`config.mk`:
```
export PLATFORM = sky130hd
export DESIGN_NAME = hcu_seq
export DESIGN_NICKNAME = d
export VERILOG_FILES = /design/src/sv/hcu_pkg.sv /design/src/sv/hcu_seq.sv
export SDC_FILE = /design/constraint.sdc
export NUM_CORES = 1
export LEC_CHECK = 0
export BUFFER_PORTS_ARGS = -buffer_cell sky130_fd_sc_hd__buf_2
export CORE_MARGIN = 4
export CORE_UTILIZATION = 50
export DETAILED_ROUTE_END_ITERATION = 12
export PLACE_DENSITY = 0.69
export RECOVER_POWER = 25
export REMOVE_ABC_BUFFERS = 1
export SYNTH_ARGS = -nofsm -noshare
export SYNTH_HDL_FRONTEND = slang
export SYNTH_SLANG_ARGS = --single-unit
```
`constraint.sdc`:
```
create_clock -name clk -period 4.8 [get_ports clk]
set_input_delay 0.48 -clock clk [delete_from_list [all_inputs] [get_ports clk]]
set_output_delay 0.48 -clock clk [all_outputs]
set_load 0.01 [all_outputs]
```
`src/sv/hcu_pkg.sv`:
```
// Shared types and constants for the hex cell union perimeter block.
// Used by hcu_seq and hex_cell_union_perimeter; no dependencies.
package hcu_pkg;

  localparam int GRID_WIDTH_DEF  = 64;
  localparam int GRID_HEIGHT_DEF = 64;
  localparam int EDGE_W          = 15;
  localparam int START_EDGES     = 6;
  localparam int SHARED_EDGES    = 2;

  localparam logic CMD_PLACE = 1'b0;
  localparam logic CMD_QUERY = 1'b1;

  localparam logic [1:0] ST_OK    = 2'd0;
  localparam logic [1:0] ST_EMPTY = 2'd1;
  localparam logic [1:0] ST_DUP   = 2'd2;

  typedef enum logic [3:0] {
    S_CLEAR, S_IDLE, S_PCHK, S_NB, S_FIND, S_COMP, S_FDONE, S_MERGE, S_LINK, S_EMIT
  } state_t;

  // what a finished root search is used for
  typedef enum logic [1:0] {PH_Q, PH_N, PH_M} phase_t;

  typedef struct packed {
    logic              load;
    logic [EDGE_W-1:0] edge_count;
    logic [1:0]        status;
  } res_t;

  // neighbor offsets in visiting order
  function automatic logic signed [1:0] nb_dx(input logic [2:0] d);
    case (d)
      3'd1, 3'd2: nb_dx = 2'sd1;
      3'd4, 3'd5: nb_dx = -2'sd1;
      default:    nb_dx = 2'sd0;
    endcase
  endfunction

  function automatic logic signed [1:0] nb_dy(input logic [2:0] d);
    case (d)
      3'd0, 3'd5: nb_dy = 2'sd1;
      3'd2, 3'd3: nb_dy = -2'sd1;
      default:    nb_dy = 2'sd0;
    endcase
  endfunction

endpackage

```
`src/sv/hcu_seq.sv`:
```
// Command sequencer: placement, neighbor merge and root search with path
// compression over the cell memory. Depends on hcu_pkg.
module hcu_seq
  import hcu_pkg::*;
#(
  parameter int GRID_WIDTH  = GRID_WIDTH_DEF,
  parameter int GRID_HEIGHT = GRID_HEIGHT_DEF,
  localparam int CELLS = GRID_WIDTH * GRID_HEIGHT,
  localparam int CW    = $clog2(CELLS),
  localparam int SW    = CW + 1,
  localparam int W     = 1 + CW + SW + EDGE_W
) (
  input  logic          clk,
  input  logic          rst,
  input  logic          in_valid,
  output logic          in_ready,
  input  logic          command,
  input  logic [5:0]    col,
  input  logic [5:0]    row,
  input  logic          res_free,
  output res_t          res,
  output logic          wr_en,
  output logic [CW-1:0] wr_addr,
  output logic [W-1:0]  wr_data,
  output logic          rd_en,
  output logic [CW-1:0] rd_addr,
  input  logic [W-1:0]  rd_data
);

  state_t state, state_next;
  phase_t phase, phase_next;
  logic [CW-1:0] clr_addr, clr_addr_next;
  logic [5:0] col_q, col_q_next, row_q, row_q_next;
  logic [CW-1:0] home, home_next, cur, cur_next, start, start_next;
  logic first, first_next;
  logic [CW-1:0] root, root_next, nroot, nroot_next;
  logic [SW-1:0] root_size, root_size_next, n_size, n_size_next;
  logic [EDGE_W-1:0] root_edges, root_edges_next, n_edges, n_edges_next;
  logic [2:0] d, d_next;
  logic [CW-1:0] link_cell, link_cell_next, link_parent, link_parent_next;
  logic [SW-1:0] link_size, link_size_next;
  logic [EDGE_W-1:0] link_edges, link_edges_next;
  logic [EDGE_W-1:0] res_edges, res_edges_next;
  logic [1:0] res_status, res_status_next;
  logic res_load;

  logic rd_occ;
  logic [CW-1:0] rd_parent;
  logic [SW-1:0] rd_size;
  logic [EDGE_W-1:0] rd_edges;
  logic inside_in;
  logic [CW-1:0] cell_in;
  logic signed [7:0] nx, ny;
  logic nb_ok;
  logic [CW-1:0] ncell;
  logic n_big;
  logic [SW-1:0] sum_size;
  logic [EDGE_W-1:0] sum_edges;

  // unpack the memory word
  assign rd_occ    = rd_data[W-1];
  assign rd_parent = rd_data[EDGE_W+SW +: CW];
  assign rd_size   = rd_data[EDGE_W +: SW];
  assign rd_edges  = rd_data[EDGE_W-1:0];

  // cell index of the incoming word
  assign inside_in = (32'(col) < GRID_WIDTH) && (32'(row) < GRID_HEIGHT);
  assign cell_in   = CW'(32'(row) * GRID_WIDTH + 32'(col));

  // neighbor of the current direction
  assign nx    = $signed({2'b00, col_q}) + 8'(nb_dx(d));
  assign ny    = $signed({2'b00, row_q}) + 8'(nb_dy(d));
  assign nb_ok = !nx[7] && !ny[7] && (32'(nx) < GRID_WIDTH) && (32'(ny) < GRID_HEIGHT);
  assign ncell = CW'(32'(ny[6:0]) * GRID_WIDTH + 32'(nx[6:0]));

  // merge arithmetic
  assign n_big     = n_size > root_size;
  assign sum_size  = n_size + root_size;
  assign sum_edges = n_edges + root_edges - EDGE_W'(SHARED_EDGES);

  assign in_ready       = (state == S_IDLE);
  assign res.load       = res_load;
  assign res.edge_count = res_edges;
  assign res.status     = res_status;

  always_ff @(posedge clk) begin
    if (rst) begin
      state    <= S_CLEAR;
      clr_addr <= '0;
    end else begin
      state    <= state_next;
      clr_addr <= clr_addr_next;
    end
    phase       <= phase_next;
    col_q       <= col_q_next;
    row_q       <= row_q_next;
    home        <= home_next;
    cur         <= cur_next;
    start       <= start_next;
    first       <= first_next;
    root        <= root_next;
    root_size   <= root_size_next;
    root_edges  <= root_edges_next;
    nroot       <= nroot_next;
    n_size      <= n_size_next;
    n_edges     <= n_edges_next;
    d           <= d_next;
    link_cell   <= link_cell_next;
    link_parent <= link_parent_next;
    link_size   <= link_size_next;
    link_edges  <= link_edges_next;
    res_edges   <= res_edges_next;
    res_status  <= res_status_next;
  end

  // next state, memory access and result
  always_comb begin
    state_next       = state;
    phase_next       = phase;
    clr_addr_next    = clr_addr;
    col_q_next       = col_q;
    row_q_next       = row_q;
    home_next        = home;
    cur_next         = cur;
    start_next       = start;
    first_next       = first;
    root_next        = root;
    root_size_next   = root_size;
    root_edges_next  = root_edges;
    nroot_next       = nroot;
    n_size_next      = n_size;
    n_edges_next     = n_edges;
    d_next           = d;
    link_cell_next   = link_cell;
    link_parent_next = link_parent;
    link_size_next   = link_size;
    link_edges_next  = link_edges;
    res_edges_next   = res_edges;
    res_status_next  = res_status;
    res_load         = 1'b0;
    wr_en            = 1'b0;
    wr_addr          = cur;
    wr_data          = '0;
    rd_en            = 1'b0;
    rd_addr          = cur;
    unique case (state)
      S_CLEAR: begin
        wr_en         = 1'b1;
        wr_addr       = clr_addr;
        clr_addr_next = clr_addr + 1'b1;
        if (clr_addr == CW'(CELLS - 1)) begin
          state_next = S_IDLE;
        end
      end
      S_IDLE: begin
        if (in_valid) begin
          col_q_next = col;
          row_q_next = row;
          home_next  = cell_in;
          cur_next   = cell_in;
          start_next = cell_in;
          first_next = 1'b1;
          phase_next = PH_Q;
          if (!inside_in) begin
            if (command == CMD_QUERY) begin
              res_edges_next  = '0;
              res_status_next = ST_EMPTY;
              state_next      = S_EMIT;
            end
          end else begin
            rd_en   = 1'b1;
            rd_addr = cell_in;
            state_next = (command == CMD_QUERY) ? S_FIND : S_PCHK;
          end
        end
      end
      S_PCHK: begin
        if (rd_occ) begin
          res_edges_next  = '0;
          res_status_next = ST_DUP;
          state_next      = S_EMIT;
        end else begin
          wr_en      = 1'b1;
          wr_addr    = home;
          wr_data    = {1'b1, home, SW'(1), EDGE_W'(START_EDGES)};
          d_next     = '0;
          state_next = S_NB;
        end
      end
      S_NB: begin
        if (d == 3'd6) begin
          state_next = S_IDLE;
        end else if (!nb_ok) begin
          d_next = d + 1'b1;
        end else begin
          rd_en      = 1'b1;
          rd_addr    = ncell;
          cur_next   = ncell;
          start_next = ncell;
          first_next = 1'b1;
          phase_next = PH_N;
          state_next = S_FIND;
        end
      end
      S_FIND: begin
        if (first && !rd_occ) begin
          if (phase == PH_Q) begin
            res_edges_next  = '0;
            res_status_next = ST_EMPTY;
            state_next      = S_EMIT;
          end else begin
            d_next     = d + 1'b1;
            state_next = S_NB;
          end
        end else if (rd_parent == cur) begin
          root_next       = cur;
          root_size_next  = rd_size;
          root_edges_next = rd_edges;
          first_next      = 1'b0;
          if (start == cur) begin
            state_next = S_FDONE;
          end else begin
            rd_en      = 1'b1;
            rd_addr    = start;
            cur_next   = start;
            state_next = S_COMP;
          end
        end else begin
          rd_en      = 1'b1;
          rd_addr    = rd_parent;
          cur_next   = rd_parent;
          first_next = 1'b0;
        end
      end
      S_COMP: begin
        // point this node straight at the root, then move up
        wr_en   = 1'b1;
        wr_addr = cur;
        wr_data = {rd_occ, root, rd_size, rd_edges};
        if (rd_parent == root) begin
          state_next = S_FDONE;
        end else begin
          rd_en    = 1'b1;
          rd_addr  = rd_parent;
          cur_next = rd_parent;
        end
      end
      S_FDONE: begin
        unique case (phase)
          PH_Q: begin
            res_edges_next  = root_edges;
            res_status_next = ST_OK;
            state_next      = S_EMIT;
          end
          PH_N: begin
            nroot_next   = root;
            n_size_next  = root_size;
            n_edges_next = root_edges;
            rd_en        = 1'b1;
            rd_addr      = home;
            cur_next     = home;
            start_next   = home;
            first_next   = 1'b0;
            phase_next   = PH_M;
            state_next   = S_FIND;
          end
          PH_M: begin
            state_next = S_MERGE;
          end
          default: begin
            state_next = S_IDLE;
          end
        endcase
      end
      S_MERGE: begin
        wr_en = 1'b1;
        if (root == nroot) begin
          wr_addr    = nroot;
          wr_data    = {1'b1, nroot, n_size, n_edges - EDGE_W'(SHARED_EDGES)};
          d_next     = d + 1'b1;
          state_next = S_NB;
        end else begin
          wr_addr          = n_big ? nroot : root;
          wr_data          = {1'b1, wr_addr, sum_size, sum_edges};
          link_parent_next = n_big ? nroot : root;
          link_cell_next   = n_big ? root : nroot;
          link_size_next   = n_big ? root_size : n_size;
          link_edges_next  = n_big ? root_edges : n_edges;
          state_next       = S_LINK;
        end
      end
      S_LINK: begin
        wr_en      = 1'b1;
        wr_addr    = link_cell;
        wr_data    = {1'b1, link_parent, link_size, link_edges};
        d_next     = d + 1'b1;
        state_next = S_NB;
      end
      S_EMIT: begin
        if (res_free) begin
          res_load   = 1'b1;
          state_next = S_IDLE;
        end
      end
      default: begin
        state_next = S_IDLE;
      end
    endcase
  end

endmodule

```
==> flow_summary.toml <==
[run_status]
run_status = "finished clean"

[die]
core.rowCount = 58
dieArea_um2 = 28700
die_h_um = 169
core_um2 = 25400
start_util = 0.513
pin_count = 144
die_x_um = 169

[final_layout]
instances_no_fill = 1749
fin_nets = 1530
design_area_um2 = 14800
syn_to_final_growth_pct = 13.6
drive_gt1_frac = 0.162
seqCellArea_um2 = 5940
postLayoutCoreUtil = 0.583
multi_input_area_um2 = 6420
n_antenna_cell = 0
fillerInstances = 2243

[power_and_ir_drop]
power.switching_w = 0.00144
powerDensity_nw_per_um2 = 333
p_sw_frac = 0.293
power_w = 0.00492
ir_worst_vdd_uv = 422
internal-power_w = 0.00348
power_frac_seq = 0.461
leakage_nw = 5.73
pwr-share-clk = 0.372
p_comb_frac = 0.167

[yosys]
syn_area_um2 = 13000
ys_seq_area_frac = 0.455
async_flop_share = 0
synth-edff-count = 179
syn_area_per_cell_um2 = 10.2
yosysTopAreaCellShare = 0.412
ys.flop_type = "edfxtp_1"
ys_ff_latch = 207
syn_inst = 1278
synthTopCellsByCount = "edfxtp_1 (179), inv_1 (102), nor2_1 (96)"
synthTopCellsByArea = "edfxtp_1 (41%), ha_1 (6.6%), dfxtp_1 (4.3%)"
synth_cell_types = 88
synth_most_common_cell = "edfxtp_1"
synth_top_area_cell = "edfxtp_1"
yosysWarnings = 0

[clock_tree]
insertion_delay_ns = 0.53
numClockSinks = 207
clk_path_buf_depth = 3
clk_pin_slew_worst_paths_ns = 0.06
cts_tree = "done"
htreeDepth = 1
cts-root-buf = "clkbuf_16"
cts-hold-fix-buffers = 0
cts_buffers = 24

[critical_path]
cp.arrival_ns = 4.04
cp-start-kind = "flop"
crit_required_ns = 4.32
path_class = "flop to primary output"
crit_path_end_kind = "primary output"
critPathMaxFanout = 9

[timing]
fin_worst_skew_ns = 0.0163
hold_violations = 0
slew_headroom = 0.205
tightest_slew_ns = 1.19
finalSetupViolations = 0
max_freq_ghz = 0.221
worst_slack_ns = 0.281
fin_crit_sh = 0.941
finalWorstPathRequiredPeriod_ns = 4.52
drv_slew = 0

[placement]
dp_hpwl_um = 27000
io_buffers = 143
placed_area_um2 = 14000
place_ws_ns = 0.534
dp.cells = 1705
place_congestion = 0.953

[detailed_routing]
wl_per_cell_um = 21.7
drt-vias-per-instance = 6.27
detail-route-antenna-nets = 0
drt_pass1_iterations = 6
drc = 0
routed_wl_um = 38000
vias = 10961
drt-initial-drc-count = 1220

[global_route]
grt.total_usage = 0.256
grt_max_degree = 45
grt_pass1_vias = 10543
grt_antenna_before_repair = 0
grt.overflow.total = 0
grt_pass1_wl_um = 58900

[worst_hold_path]
hold_class = "primary input to flop"

[job]
drv_cap = 0
## critical path, stage by stage, from the launching register on
cell and delay [ns]:
edfxtp_1 0.44, inv_1 0.11, ha_2 0.22, nor2b_2 0.32, nor2_1 0.11, nand2_1 0.09
ha_1 0.26, ha_2 0.31, a211oi_1 0.12, a311oi_2 0.40, and3_1 0.29, buf_4 0.21
nor2_1 0.06, o221a_2 0.23, a21oi_1 0.17, buf_2 0.17
## kinds of logic after synthesis
logic type,Yosys count,share of synthesized area
AO/OA/AOI/OAI,341,0.187
XOR/XNOR,92,0.0618
adder cells (fa/ha/maj),71,0.0693
buffers and inverters,179,0.0602
flip-flops,207,0.455
multiplexers,44,0.0362
AND/OR/NAND/NOR,344,0.130
## timing repair
action / in CTS / in global routing
setup endpoints to repair: 5 / 13
buffers inserted: 0 / 0
gates resized for setup: 1 / 13
pin swaps: 0 / 1
## flip-flops by register name (all words and copies together), names as in the netlist, 13 cells and up
register / count
link_edges: 15
link_size: 13
n_edges: 15
n_size: 13
res_edges: 15
root_edges: 15
root_size: 13
## per-stage QoR
step / hold slack [ns] / TNS (ns)
6_report: 0.131 / 0
5_1_grt: 0.116 / -0.0198
4_1_cts: 0.113 / -0.0219
3_5_place_dp: 0.454 / 0
3_3_place_gp: 0.434 / 0
2_1_floorplan: 0.426 / -7.25
## path summary, 6_finish.rpt
kind,end,slack [ns],from,depth (start not counted)
worst max-delay path,rd_addr[0],0.28,d[0],15
worst min-delay path,root_edges[3],0.13,rd_data[3],1
worst max register to register,phase[1],1.10,d[0],14
worst min register to register,n_size[12],0.46,root_size[12],0
## power by group through the flow
stage / registers (W) / logic [W] / clock network [W]
final: 0.00227 / 0.000823 / 0.00183
after global routing: 0.00228 / 0.000902 / 0.00194
after CTS: 0.00226 / 0.000825 / 0.00185
after detailed placement: 0.00230 / 0.000819 / 0
after global placement: 0.00229 / 0.000811 / 0
after floorplan: 0.00222 / 0.000521 / 0
## layer usage
metal / vias to the layer above / track usage / routed length (µm) / part of all wire
li1: 5049 / - / - / -
met1: 5312 / 0.355 / 16000 / 0.42
met2: 521 / 0.425 / 17800 / 0.47
met3: 79 / 0.0347 / 3130 / 0.082
met4: 0 / 0.0728 / 1030 / 0.027
met5: - / 0 / 0 / 0
## cells in the final DEF, fill, tap and decap left out, types with 5 or more instances in the layout
cell         n
nand3_1     25
o21bai_1     8
nand2b_1    13
clkbuf_1    57
a21oi_1     61
nand2_1     86
mux2i_1     18
ha_1        65
buf_4       27
a211oi_1    10
inv_1      101
edfxtp_1   179
buf_2       92
a311oi_1     5
xnor2_1     40
a22oi_1     24
clkinv_2     7
nor4_1      14
dfxtp_1     28
or3_1       13
nor2b_1      5
a222oi_1    33
clkbuf_16   24
nand4_1     15
o21ai_0     83
mux2_2      25
o211ai_1    17
a221o_1     20
a221oi_1    11
nor2_1      94
a31oi_1      9
and3_1       9
xor2_1      52
a21o_1       7
nor3_1      28
o31ai_1      6
## cell type report
class                           count  area share
Multi-Input combinational cell    892       0.434
Timing Repair Buffer              171      0.0580
Clock buffer                       32      0.0446
Sequential cell                   207       0.401
Clock inverter                     12     0.00828
Inverter                          105      0.0266
Tap cell                          330      0.0279
Note: power is estimated with default switching activity, not from simulation.
