===== src/sv/hcu_ram.sv =====
// Generic simple dual-port RAM: one write port, one registered read port.
// No dependencies.
module hcu_ram #(
  parameter int WIDTH = 8,
  parameter int DEPTH = 16
) (
  input  logic                     clk,
  input  logic                     wr_en,
  input  logic [$clog2(DEPTH)-1:0] wr_addr,
  input  logic [WIDTH-1:0]         wr_data,
  input  logic                     rd_en,
  input  logic [$clog2(DEPTH)-1:0] rd_addr,
  output logic [WIDTH-1:0]         rd_data
);

  logic [WIDTH-1:0] mem [DEPTH];

  // write and registered read
  always_ff @(posedge clk) begin
    if (wr_en) begin
      mem[wr_addr] <= wr_data;
    end
    if (rd_en) begin
      rd_data <= mem[rd_addr];
    end
  end

endmodule


===== config.mk =====
export PLATFORM = sky130hd
export DESIGN_NAME = hcu_ram
export DESIGN_NICKNAME = d
export VERILOG_FILES = /design/src/sv/hcu_ram.sv
export SDC_FILE = /design/constraint.sdc
export NUM_CORES = 1
export LEC_CHECK = 0
export BUFFER_PORTS_ARGS = -buffer_cell sky130_fd_sc_hd__buf_2
export CAP_MARGIN = 40
export CORE_MARGIN = 10
export CORE_UTILIZATION = 45
export CTS_CLUSTER_SIZE = 25
export DETAILED_ROUTE_END_ITERATION = 7
export HOLD_SLACK_MARGIN = 0.12
export SYNTH_ARGS = -nofsm -noshare
export SYNTH_HDL_FRONTEND = slang
export SYNTH_SLANG_ARGS = --single-unit
export TNS_END_PERCENT = 50

===== constraint.sdc =====
create_clock -name clk -period 2 [get_ports clk]
set_input_delay 0 -clock clk [delete_from_list [all_inputs] [get_ports clk]]
set_output_delay 0 -clock clk [all_outputs]
set_load 0.01 [all_outputs]

==> impl_metrics.env, run 1 <==
export IMPL_boundaryPins=27
export IMPL_place_gp_congestion=0.731
export IMPL_path_class="flip-flop to flip-flop"
export IMPL_end_kind="flip-flop"
export IMPL_initial_core_util_pct=45.8
export IMPL_max_slew_worst_pin_slew_ns=0.771
export IMPL_timing_hold_ws_ns=0.157
export IMPL_cts_buffers=17
export IMPL_fmax_mhz=668
export IMPL_status="finished clean"
export IMPL_fp_dieArea_sq_mm=0.0163
export IMPL_antenna_cells=0
export IMPL_vias_per_cell=5.55
export IMPL_hpwl_mm=6.42
export IMPL_drv_cap=0
export IMPL_antenna_found_initial=0
export IMPL_switchingPower_mw=1.22
export IMPL_drtIter0Drc=187
export IMPL_portBuffers=26
export IMPL_h_tree_depth=4
export IMPL_swShare_pct=19.6
export IMPL_yosys_warnings=0
export IMPL_drv_slew=0
export IMPL_min_period_ns=1.50
export IMPL_p_comb_share_pct=5.0
export IMPL_ys_ff_latch=136
export IMPL_cts_repair_resized=0
export IMPL_p_clk_share_pct=43.3
export IMPL_synth_top_area_share_pct=78.1
export IMPL_drc=0
export IMPL_insertion_delay_ns=0.40
export IMPL_area_delta_synth_final_pct=19.3
export IMPL_fin_crit_sh_pct=74.9
export IMPL_totalWireLength_mm=10.0
export IMPL_cp_required_ns=2.14
export IMPL_die_x_um=128
export IMPL_power_total_mw=6.24
export IMPL_yosysTopAreaCell="edfxtp_1"
export IMPL_synth_area_top_cells="edfxtp_1 (78%), mux4_2 (7.8%), mux4_1 (7.0%), a22oi_1 (2.3%), nor2_1 (0.93%)"
export IMPL_postCtsSetupBuffers=0
export IMPL_grt_max_degree=33
export IMPL_worstPathArrival_ns=1.64
export IMPL_fill_cells=860
export IMPL_synth_avg_cell_area_sq_um=22.8
export IMPL_rows=39
export IMPL_hold_path_class="input pin to flip-flop"
export IMPL_path_clk_slew_ns=0.05
export IMPL_core_region_area_sq_mm=0.0114
export IMPL_ant_nets=0
export IMPL_leakage_nw=2.12
export IMPL_num_vias=2487
export IMPL_cts_tree="yes"
export IMPL_drive_gt1_share_pct=29.8
export IMPL_cts_buffer_depth=2
export IMPL_wl_per_cell_um=22.4
export IMPL_p_int_mw=5.02
export IMPL_tns_ns=0
export IMPL_crit_path_start_kind="flip-flop"
export IMPL_root_buffer="clkbuf_16"
export IMPL_nets=312
export IMPL_finalSetupViolations=0
export IMPL_dp_slack_ns=0.385
export IMPL_first_pass_iters=4
export IMPL_max_slew_margin_pct=48.5
export IMPL_finalWorstSetupSlack_ns=0.502
export IMPL_grt_use_total_pct=12.9
export IMPL_die_h_um=128
export IMPL_syn_inst=229
export IMPL_synth_distinct_cells=18
export IMPL_syn_num_nets=248
export IMPL_ys_seq_area_share_pct=78.1
export IMPL_finClkSkew_ns=0.00527
export IMPL_grt_pass1_vias=2629
export IMPL_cp_max_fo=1
export IMPL_power_density_mw_per_mm2=1000
export IMPL_final_hold_violation_count=0
export IMPL_rsz0062_at_grt="no"
export IMPL_seq_power_share_pct=51.7
export IMPL_syn_area_sq_mm=0.00523
export IMPL_vdd_ir_drop_worst_mv=0.770
export IMPL_clock_sinks=136
export IMPL_grt_overflow=0
export IMPL_fin_util_pct=54.6
export IMPL_grt_first_pass_wirelength_mm=15.3
-- path summary, 6_finish.rpt --
check	startpoint	end	slack [ns]	cells past startpoint
worst max-delay path	mem[11][7]$_DFFE_PP_	rd_data[7]$_DFFE_PP_	0.50	3
worst min-delay path	wr_addr[1]	mem[0][0]$_DFFE_PP_	0.16	3
worst max register to register	mem[11][7]$_DFFE_PP_	rd_data[7]$_DFFE_PP_	0.50	3
worst min register to register	mem[12][5]$_DFFE_PP_	rd_data[5]$_DFFE_PP_	0.75	3
-- area by class of cell --
| class | count | area, sq um | area share, % |
|---|---|---|---|
| multi-input combinational | 83 | 1060 | 17.0 |
| clock inverter | 12 | 86.3 | 1.38 |
| clock buffer | 19 | 433 | 6.94 |
| tap | 143 | 179 | 2.87 |
| timing repair buffer | 55 | 395 | 6.34 |
| sequential | 136 | 4080 | 65.5 |
-- flip-flops by register name, summed over array words and instances (netlist names) --
register,cells
mem,128
rd_data,8
-- cell usage in the layout, fill, tap and decap left out --
master         netlist  final
mux4_1              14     14
nor2b_1              1      1
dlygate4sd3_1        0      9
nand2_1              9      9
nor2_1              13     13
and2_1               1      1
and2b_1              1      1
buf_2                3     26
buf_4                1     18
edfxtp_1           136    136
clkbuf_1             0      2
bufinv_16            0      1
nor3_1               4      4
clkbuf_16            0     17
nand3_1              1      1
nand3b_1             2      2
a22oi_1             16     16
buf_12               0      2
or3b_2               1      1
clkinv_1             0      3
mux4_2              18     18
nand2b_1             2      2
clkinv_2             0      6
clkinvlp_4           0      2
-- worst max-delay path, cell delays in order (launching register included) --
cell and delay (ns):
edfxtp_1 0.36, mux4_2 0.47, a22oi_1 0.32, nand2_1 0.09
-- per-stage QoR --
stage / area (sq um) / instances
2_1_floorplan: 5230 / 229
3_3_place_gp: 5630 / 408
3_5_place_dp: 5630 / 408
4_1_cts: 6230 / 448
5_1_grt: 6230 / 448
6_report: 6230 / 448
-- power by group through the flow --
stage / clock network, mW / logic, mW / registers (mW)
after global placement: 0 / 0.297 / 3.29
final: 2.70 / 0.309 / 3.23
after floorplan: 0 / 0.162 / 3.29
after CTS: 2.76 / 0.317 / 3.23
after global routing: 2.89 / 0.338 / 3.23
after detailed placement: 0 / 0.303 / 3.29
-- cell usage after synthesis (all sizes together) --
master / count
edfxtp: 136
mux4: 32
a22oi: 16
nor2: 13
nand2: 9
buf: 7
nor3: 4
clkdlybuf4s25: 3
nand2b: 2
nand3b: 2
and2: 1
and2b: 1
nand3: 1
nor2b: 1
or3b: 1
-- metal layers --
metal / GRT usage, % / share of wire, % / up-vias
met1: 16.8 / 44 / 1281
li1: - / - / 1111
met5: 0 / 0 / -
met4: 5.76 / 2.2 / 0
met3: 4.51 / 5.6 / 17
met2: 19.3 / 48 / 78
-- cell families after synthesis --
family	count (synthesis)	share of synthesized area [%]
simple gates	35	3.14
mux	32	14.8
buf+inv	10	1.65
flops	136	78.1
compound gates	16	2.30
-- what timing repair did --
action,4_1_cts,5_1_grt
hold endpoints to repair,136,0
hold buffers,9,0
endpoints found under the setup margin,0,0
No activity file was read; power rests on OpenSTA's default activity.
==> run 2: changes to the inputs <==
- ABC_AREA: unset -> 1
- clock period: 2 -> 1.4 ns (I/O delays scaled with it)
==> run 2 against run 1 <==
Combinational power rose by 91%. Fmax rose by 30%. Sequential share of layout area fell by 5.6 points. Clock-buffer cell count rose by 2.
==> impl_metrics.env, run 2 <==
export IMPL_cp_required_ns=1.56
export IMPL_max_slew_worst_pin_slew_ns=0.609
export IMPL_first_pass_iters=5
export IMPL_antenna_cells=0
export IMPL_num_vias=3851
export IMPL_area_delta_synth_final_pct=16.5
export IMPL_reg_largest_list="mem x128, rd_data x8"
export IMPL_drive_gt1_share_pct=12.0
export IMPL_ys_flop_type="edfxtp_1"
export IMPL_tns_ns=0
export IMPL_fp_dieArea_sq_mm=0.0180
export IMPL_rows=41
export IMPL_nets=626
export IMPL_path_clk_slew_ns=0.05
export IMPL_finalSetupViolations=0
export IMPL_insertion_delay_ns=0.42
export IMPL_hold_path_class="input pin to flip-flop"
export IMPL_boundaryPins=27
export IMPL_path_class="flip-flop to flip-flop"
export IMPL_cts_tree="yes"
export IMPL_finClkSkew_ns=0.00553
export IMPL_drc=0
export IMPL_fin_crit_sh_pct=82.3
export IMPL_crit_path_start_kind="flip-flop"
export IMPL_die_h_um=134
export IMPL_status="finished clean"
export IMPL_syn_area_sq_mm=0.00585
export IMPL_die_x_um=134
export IMPL_min_period_ns=1.15
export IMPL_synthArstFlopShare_pct=0
export IMPL_power_total_mw=8.88
export IMPL_synth_most_common_cell="nand2_1"
export IMPL_drv_slew=0
export IMPL_hpwl_mm=8.33
export IMPL_grt_overflow=0
export IMPL_place_gp_congestion=0.796
export IMPL_ant_nets=0
export IMPL_syn_inst=551
export IMPL_vdd_ir_drop_worst_mv=0.622
export IMPL_synth_avg_cell_area_sq_um=10.6
export IMPL_leakage_nw=2.95
export IMPL_fmax_mhz=868
export IMPL_wl_per_cell_um=16.9
export IMPL_cts_buffers=17
export IMPL_syn_num_nets=570
export IMPL_final_hold_violation_count=0
export IMPL_synth_top_area_share_pct=69.8
export IMPL_final_common_cell="nand2_1"
export IMPL_initial_core_util_pct=46.1
export IMPL_grt_use_total_pct=15.6
export IMPL_grt_max_degree=44
export IMPL_final_cell_mix="nand2_1 (173), edfxtp_1 (136), inv_1 (100), nand3_1 (97), buf_2 (26)"
export IMPL_yosysTopAreaCell="edfxtp_1"
export IMPL_largest_register="mem"
export IMPL_fill_cells=1092
export IMPL_totalWireLength_mm=13.3
export IMPL_antenna_found_initial=0
export IMPL_clock_sinks=136
export IMPL_synth_area_top_cells="edfxtp_1 (70%), nand2_1 (11%), nand3_1 (8.3%), inv_1 (6.4%), buf_6 (1.2%)"
export IMPL_postCtsSetupBuffers=0
export IMPL_end_kind="flip-flop"
export IMPL_synth_distinct_cells=11
export IMPL_drv_cap=0
export IMPL_worstPathArrival_ns=1.31
export IMPL_ys_seq_area_share_pct=69.8
export IMPL_reg2regPathDepth=6
export IMPL_largest_reg_flops=128
export IMPL_power_density_mw_per_mm2=1300
export IMPL_max_slew_margin_pct=59.4
export IMPL_cts_hold_buf=10
export IMPL_cts_buffer_depth=2
export IMPL_whs_path_depth=4
export IMPL_h_tree_depth=4
export IMPL_core_region_area_sq_mm=0.0127
export IMPL_portBuffers=26
export IMPL_cp_max_fo=1
export IMPL_synth_edf_count=136
export IMPL_ys_ff_latch=136
export IMPL_synth_common_cells="nand2_1 (173), edfxtp_1 (136), inv_1 (100)"
export IMPL_grt_pass1_vias=3717
export IMPL_root_buffer="clkbuf_16"
export IMPL_cts_repair_resized=0
export IMPL_vias_per_cell=4.88
export IMPL_rsz0062_at_grt="no"
export IMPL_grt_first_pass_wirelength_mm=21.0
export IMPL_drtIter0Drc=424
export IMPL_yosys_warnings=0
[run 2: final cells by class]
type / instances / area [sq um] / area share, %
clock buffer: 21 / 440 / 6.46
clock inverter: 8 / 35.0 / 0.514
inverter: 102 / 383 / 5.62
multi-input combinational: 289 / 1210 / 17.8
sequential: 136 / 4080 / 59.9
tap: 172 / 215 / 3.16
timing repair buffer: 61 / 443 / 6.50
[run 2: per-stage QoR]
| step | cell area (sq um) | setup WS, ns | utilization (%) | instances | hold WS (ns) |
|---|---|---|---|---|---|
| after detailed placement | 6240 | 0.140 | 49.2 | 750 | 0.376 |
| after global routing | 6810 | 0.155 | 53.8 | 789 | 0.218 |
| after global placement | 6240 | 0.152 | 49.2 | 750 | 0.378 |
| after floorplan | 5850 | 0.449 | - | 551 | 0.0989 |
| final | 6810 | 0.248 | 53.8 | 789 | 0.212 |
| after CTS | 6810 | 0.238 | 53.8 | 789 | 0.197 |
[run 2: worst paths after layout]
| kind | from | endpoint | slack [ns] |
|---|---|---|---|
| min reg2reg | mem[14][6]$_DFFE_PP_ | rd_data[6]$_DFFE_PP_ | 0.74 |
| max | mem[5][4]$_DFFE_PP_ | rd_data[4]$_DFFE_PP_ | 0.25 |
| max reg2reg | mem[5][4]$_DFFE_PP_ | rd_data[4]$_DFFE_PP_ | 0.25 |
| min | wr_en | mem[2][2]$_DFFE_PP_ | 0.21 |
[run 2: report_power, final]
part	total (mW)	internal [mW]	switching (mW)
Clock	3.68	2.18	1.49
Combinational	0.591	0.188	0.404
Sequential	4.62	4.59	0.0240
[run 2: logic make-up after synthesis]
family                 Yosys count  synth area share [%]
buffers and inverters          126                  9.39
and+or+nand+nor                289                  20.8
DFF                            136                  69.8
[run 2: per-layer routing]
layer  track usage, %  wire length, um  vias up
li1                 -                -     1900
met1             21.0             6090     1803
met2             23.3             6070      130
met3             3.85              927       18
met4             6.77              257        0
met5                0                0        -
[run 2: critical path, stage by stage (launching register included)]
cell	delay (ns)
edfxtp_1	0.37
inv_1	0.07
nand2_1	0.05
nand3_1	0.09
nand3_1	0.09
nand3_1	0.12
nand2_1	0.10
==> run 3: changes to the inputs <==
- ABC_AREA: 1 -> 0
- clock period: 1.4 -> 1.2 ns (I/O delays scaled with it)
==> run 3 against run 2 <==
The flow now finishes with violations (setup timing). Sequential power up 16%. Total power grew 28%. Highest routed layer unchanged. Utilization up 2.5 points. Via count down 36%. Largest power group is now the clock network. Global-route usage shrank 2.4 points. Largest cell class unchanged. Clock power rose by 49%. Hold slack lost 0.057 ns.
==> impl_metrics.env, run 3 (same netlist as run 1, synthesis figures left out) <==
export IMPL_worstReg2RegStart="mem[11][7]$_DFFE_PP_"
export IMPL_drc=0
export IMPL_hold_start="wr_addr[0]"
export IMPL_max_slew_worst_pin_slew_ns=0.791
export IMPL_rsz0062_at_grt="yes"
export IMPL_fin_crit_sh_pct=118
export IMPL_finalSetupViolations=8
export IMPL_boundaryPins=27
export IMPL_final_hold_violation_count=0
export IMPL_whs_path_depth=3
export IMPL_fmax_mhz=705
export IMPL_drv_slew=0
export IMPL_cts_buffers=17
export IMPL_drv_cap=0
export IMPL_place_gp_congestion=0.743
export IMPL_drtIter0Drc=267
export IMPL_rows=39
export IMPL_core_region_area_sq_mm=0.0114
export IMPL_max_slew_margin_pct=47.1
export IMPL_first_pass_iters=5
export IMPL_placed_area_sq_mm=0.00568
export IMPL_die_x_um=128
export IMPL_path_class="flip-flop to flip-flop"
export IMPL_area_delta_synth_final_pct=22.9
export IMPL_grt_use_total_pct=13.2
export IMPL_totalWireLength_mm=9.88
export IMPL_grt_max_degree=19
export IMPL_root_buffer="clkbuf_16"
export IMPL_min_period_ns=1.42
export IMPL_vdd_ir_drop_worst_mv=1.02
export IMPL_violations="setup timing"
export IMPL_finalWorstSetupSlack_ns=-0.218
export IMPL_path_clk_slew_ns=0.06
export IMPL_worstPathArrival_ns=1.56
export IMPL_swShare_pct=18.8
export IMPL_cts_tree="yes"
export IMPL_finClkSkew_ns=0.0165
export IMPL_largest_reg_flops=128
export IMPL_cp_max_fo=1
export IMPL_h_tree_depth=4
export IMPL_cts_buffer_depth=2
export IMPL_p_clk_share_pct=47.9
export IMPL_r2r_end="rd_data[7]$_DFFE_PP_"
export IMPL_final_cell_mix="edfxtp_1 (136), mux4_2 (32), buf_2 (26), buf_4 (24), clkbuf_16 (17)"
export IMPL_fill_cells=877
export IMPL_grt_pass1_vias=2723
export IMPL_crit_path_start_kind="flip-flop"
export IMPL_die_h_um=128
export IMPL_portBuffers=26
export IMPL_ff2ff_setup_slack_ns=-0.22
export IMPL_final_area_sq_mm=0.00642
export IMPL_hpwl_mm=6.41
export IMPL_fp_dieArea_sq_mm=0.0163
export IMPL_final_common_cell="edfxtp_1"
export IMPL_clock_sinks=136
export IMPL_power_density_mw_per_mm2=1780
export IMPL_wl_per_cell_um=21.6
export IMPL_antenna_found_initial=0
export IMPL_largest_register="mem"
export IMPL_insertion_delay_ns=0.41
export IMPL_nets=321
export IMPL_drive_gt1_share_pct=38.4
export IMPL_switchingPower_mw=2.14
export IMPL_status="complete, but fails checks"
export IMPL_grt_first_pass_wirelength_mm=16.0
export IMPL_initial_core_util_pct=45.8
export IMPL_vias_per_cell=5.38
export IMPL_power_total_mw=11.4
export IMPL_num_vias=2463
export IMPL_ant_nets=0
export IMPL_hold_path_class="input pin to flip-flop"
export IMPL_seq_power_share_pct=47.1
export IMPL_reg2regPathDepth=3
export IMPL_end_kind="flip-flop"
export IMPL_antenna_cells=0
export IMPL_leakage_nw=2.16
export IMPL_holdPathEnd="mem[0][0]$_DFFE_PP_"
export IMPL_grt_overflow=0
export IMPL_p_comb_share_pct=5.0
export IMPL_p_int_mw=9.27
export IMPL_cp_required_ns=1.34
export IMPL_reg_largest_list="mem x128, rd_data x8"
[run 3: worst max-delay path by stage]
stage	startpoint	to	cells after the start
after CTS	mem[11][0]$_DFFE_PP_	rd_data[0]$_DFFE_PP_	3
after global routing	mem[9][0]$_DFFE_PP_	rd_data[0]$_DFFE_PP_	3
final	mem[11][7]$_DFFE_PP_	rd_data[7]$_DFFE_PP_	3
after global placement	rd_addr[0]	rd_data[0]$_DFFE_PP_	5
after floorplan	mem[3][0]$_DFFE_PP_	rd_data[0]$_DFFE_PP_	3
after detailed placement	rd_addr[0]	rd_data[0]$_DFFE_PP_	5
[run 3: critical path, cell delays in order (launching register included)]
cell and delay, ns:
edfxtp_1 0.35, mux4_2 0.47, a22oi_1 0.25, nand2_1 0.08
[run 3: layout make-up]
cell class                      count  area (sq um)  area share [%]
Clock buffer                       17           425            6.62
Clock inverter                     15           206            3.21
Multi-Input combinational cell     83          1030            16.0
Sequential cell                   136          4080            63.6
Tap cell                          143           179            2.78
Timing Repair Buffer               64           500            7.79
[run 3: power groups by stage]
stage / clock network (mW) / logic, mW / registers [mW]
finish: 5.47 / 0.568 / 5.38
global route: 5.77 / 0.627 / 5.39
CTS: 5.57 / 0.583 / 5.38
detailed placement: 0 / 0.550 / 5.48
global placement: 0 / 0.545 / 5.48
floorplan: 0 / 0.280 / 5.48
[run 3: per-stage QoR]
stage	setup slack (ns)	TNS [ns]	std cells	utilization, %	hold slack, ns
2_1_floorplan	-0.0664	-2.51	229	-	0.0989
3_5_place_dp	-0.375	-3.80	417	49.8	0.387
3_3_place_gp	-0.340	-3.74	417	49.8	0.392
6_report	-0.218	-1.47	458	56.3	0.155
4_1_cts	-0.239	-1.58	458	56.3	0.140
5_1_grt	-0.288	-2.01	458	56.3	0.174
[run 3: routing by layer]
layer,global-route usage (%),share of wire [%],up-vias
li1,-,-,1115
met1,17.6,43,1269
met2,19.8,50,71
met3,3.80,6.4,8
met4,5.56,1.3,0
met5,0,0,-
[run 3: repair_timing]
item | in CTS | in global routing
buffers inserted | 0 | 0
endpoints found under the setup margin | 8 | 8
hold buffers | 9 | 0
gates resized for setup | 4 | 0
hold endpoints to repair | 136 | 0
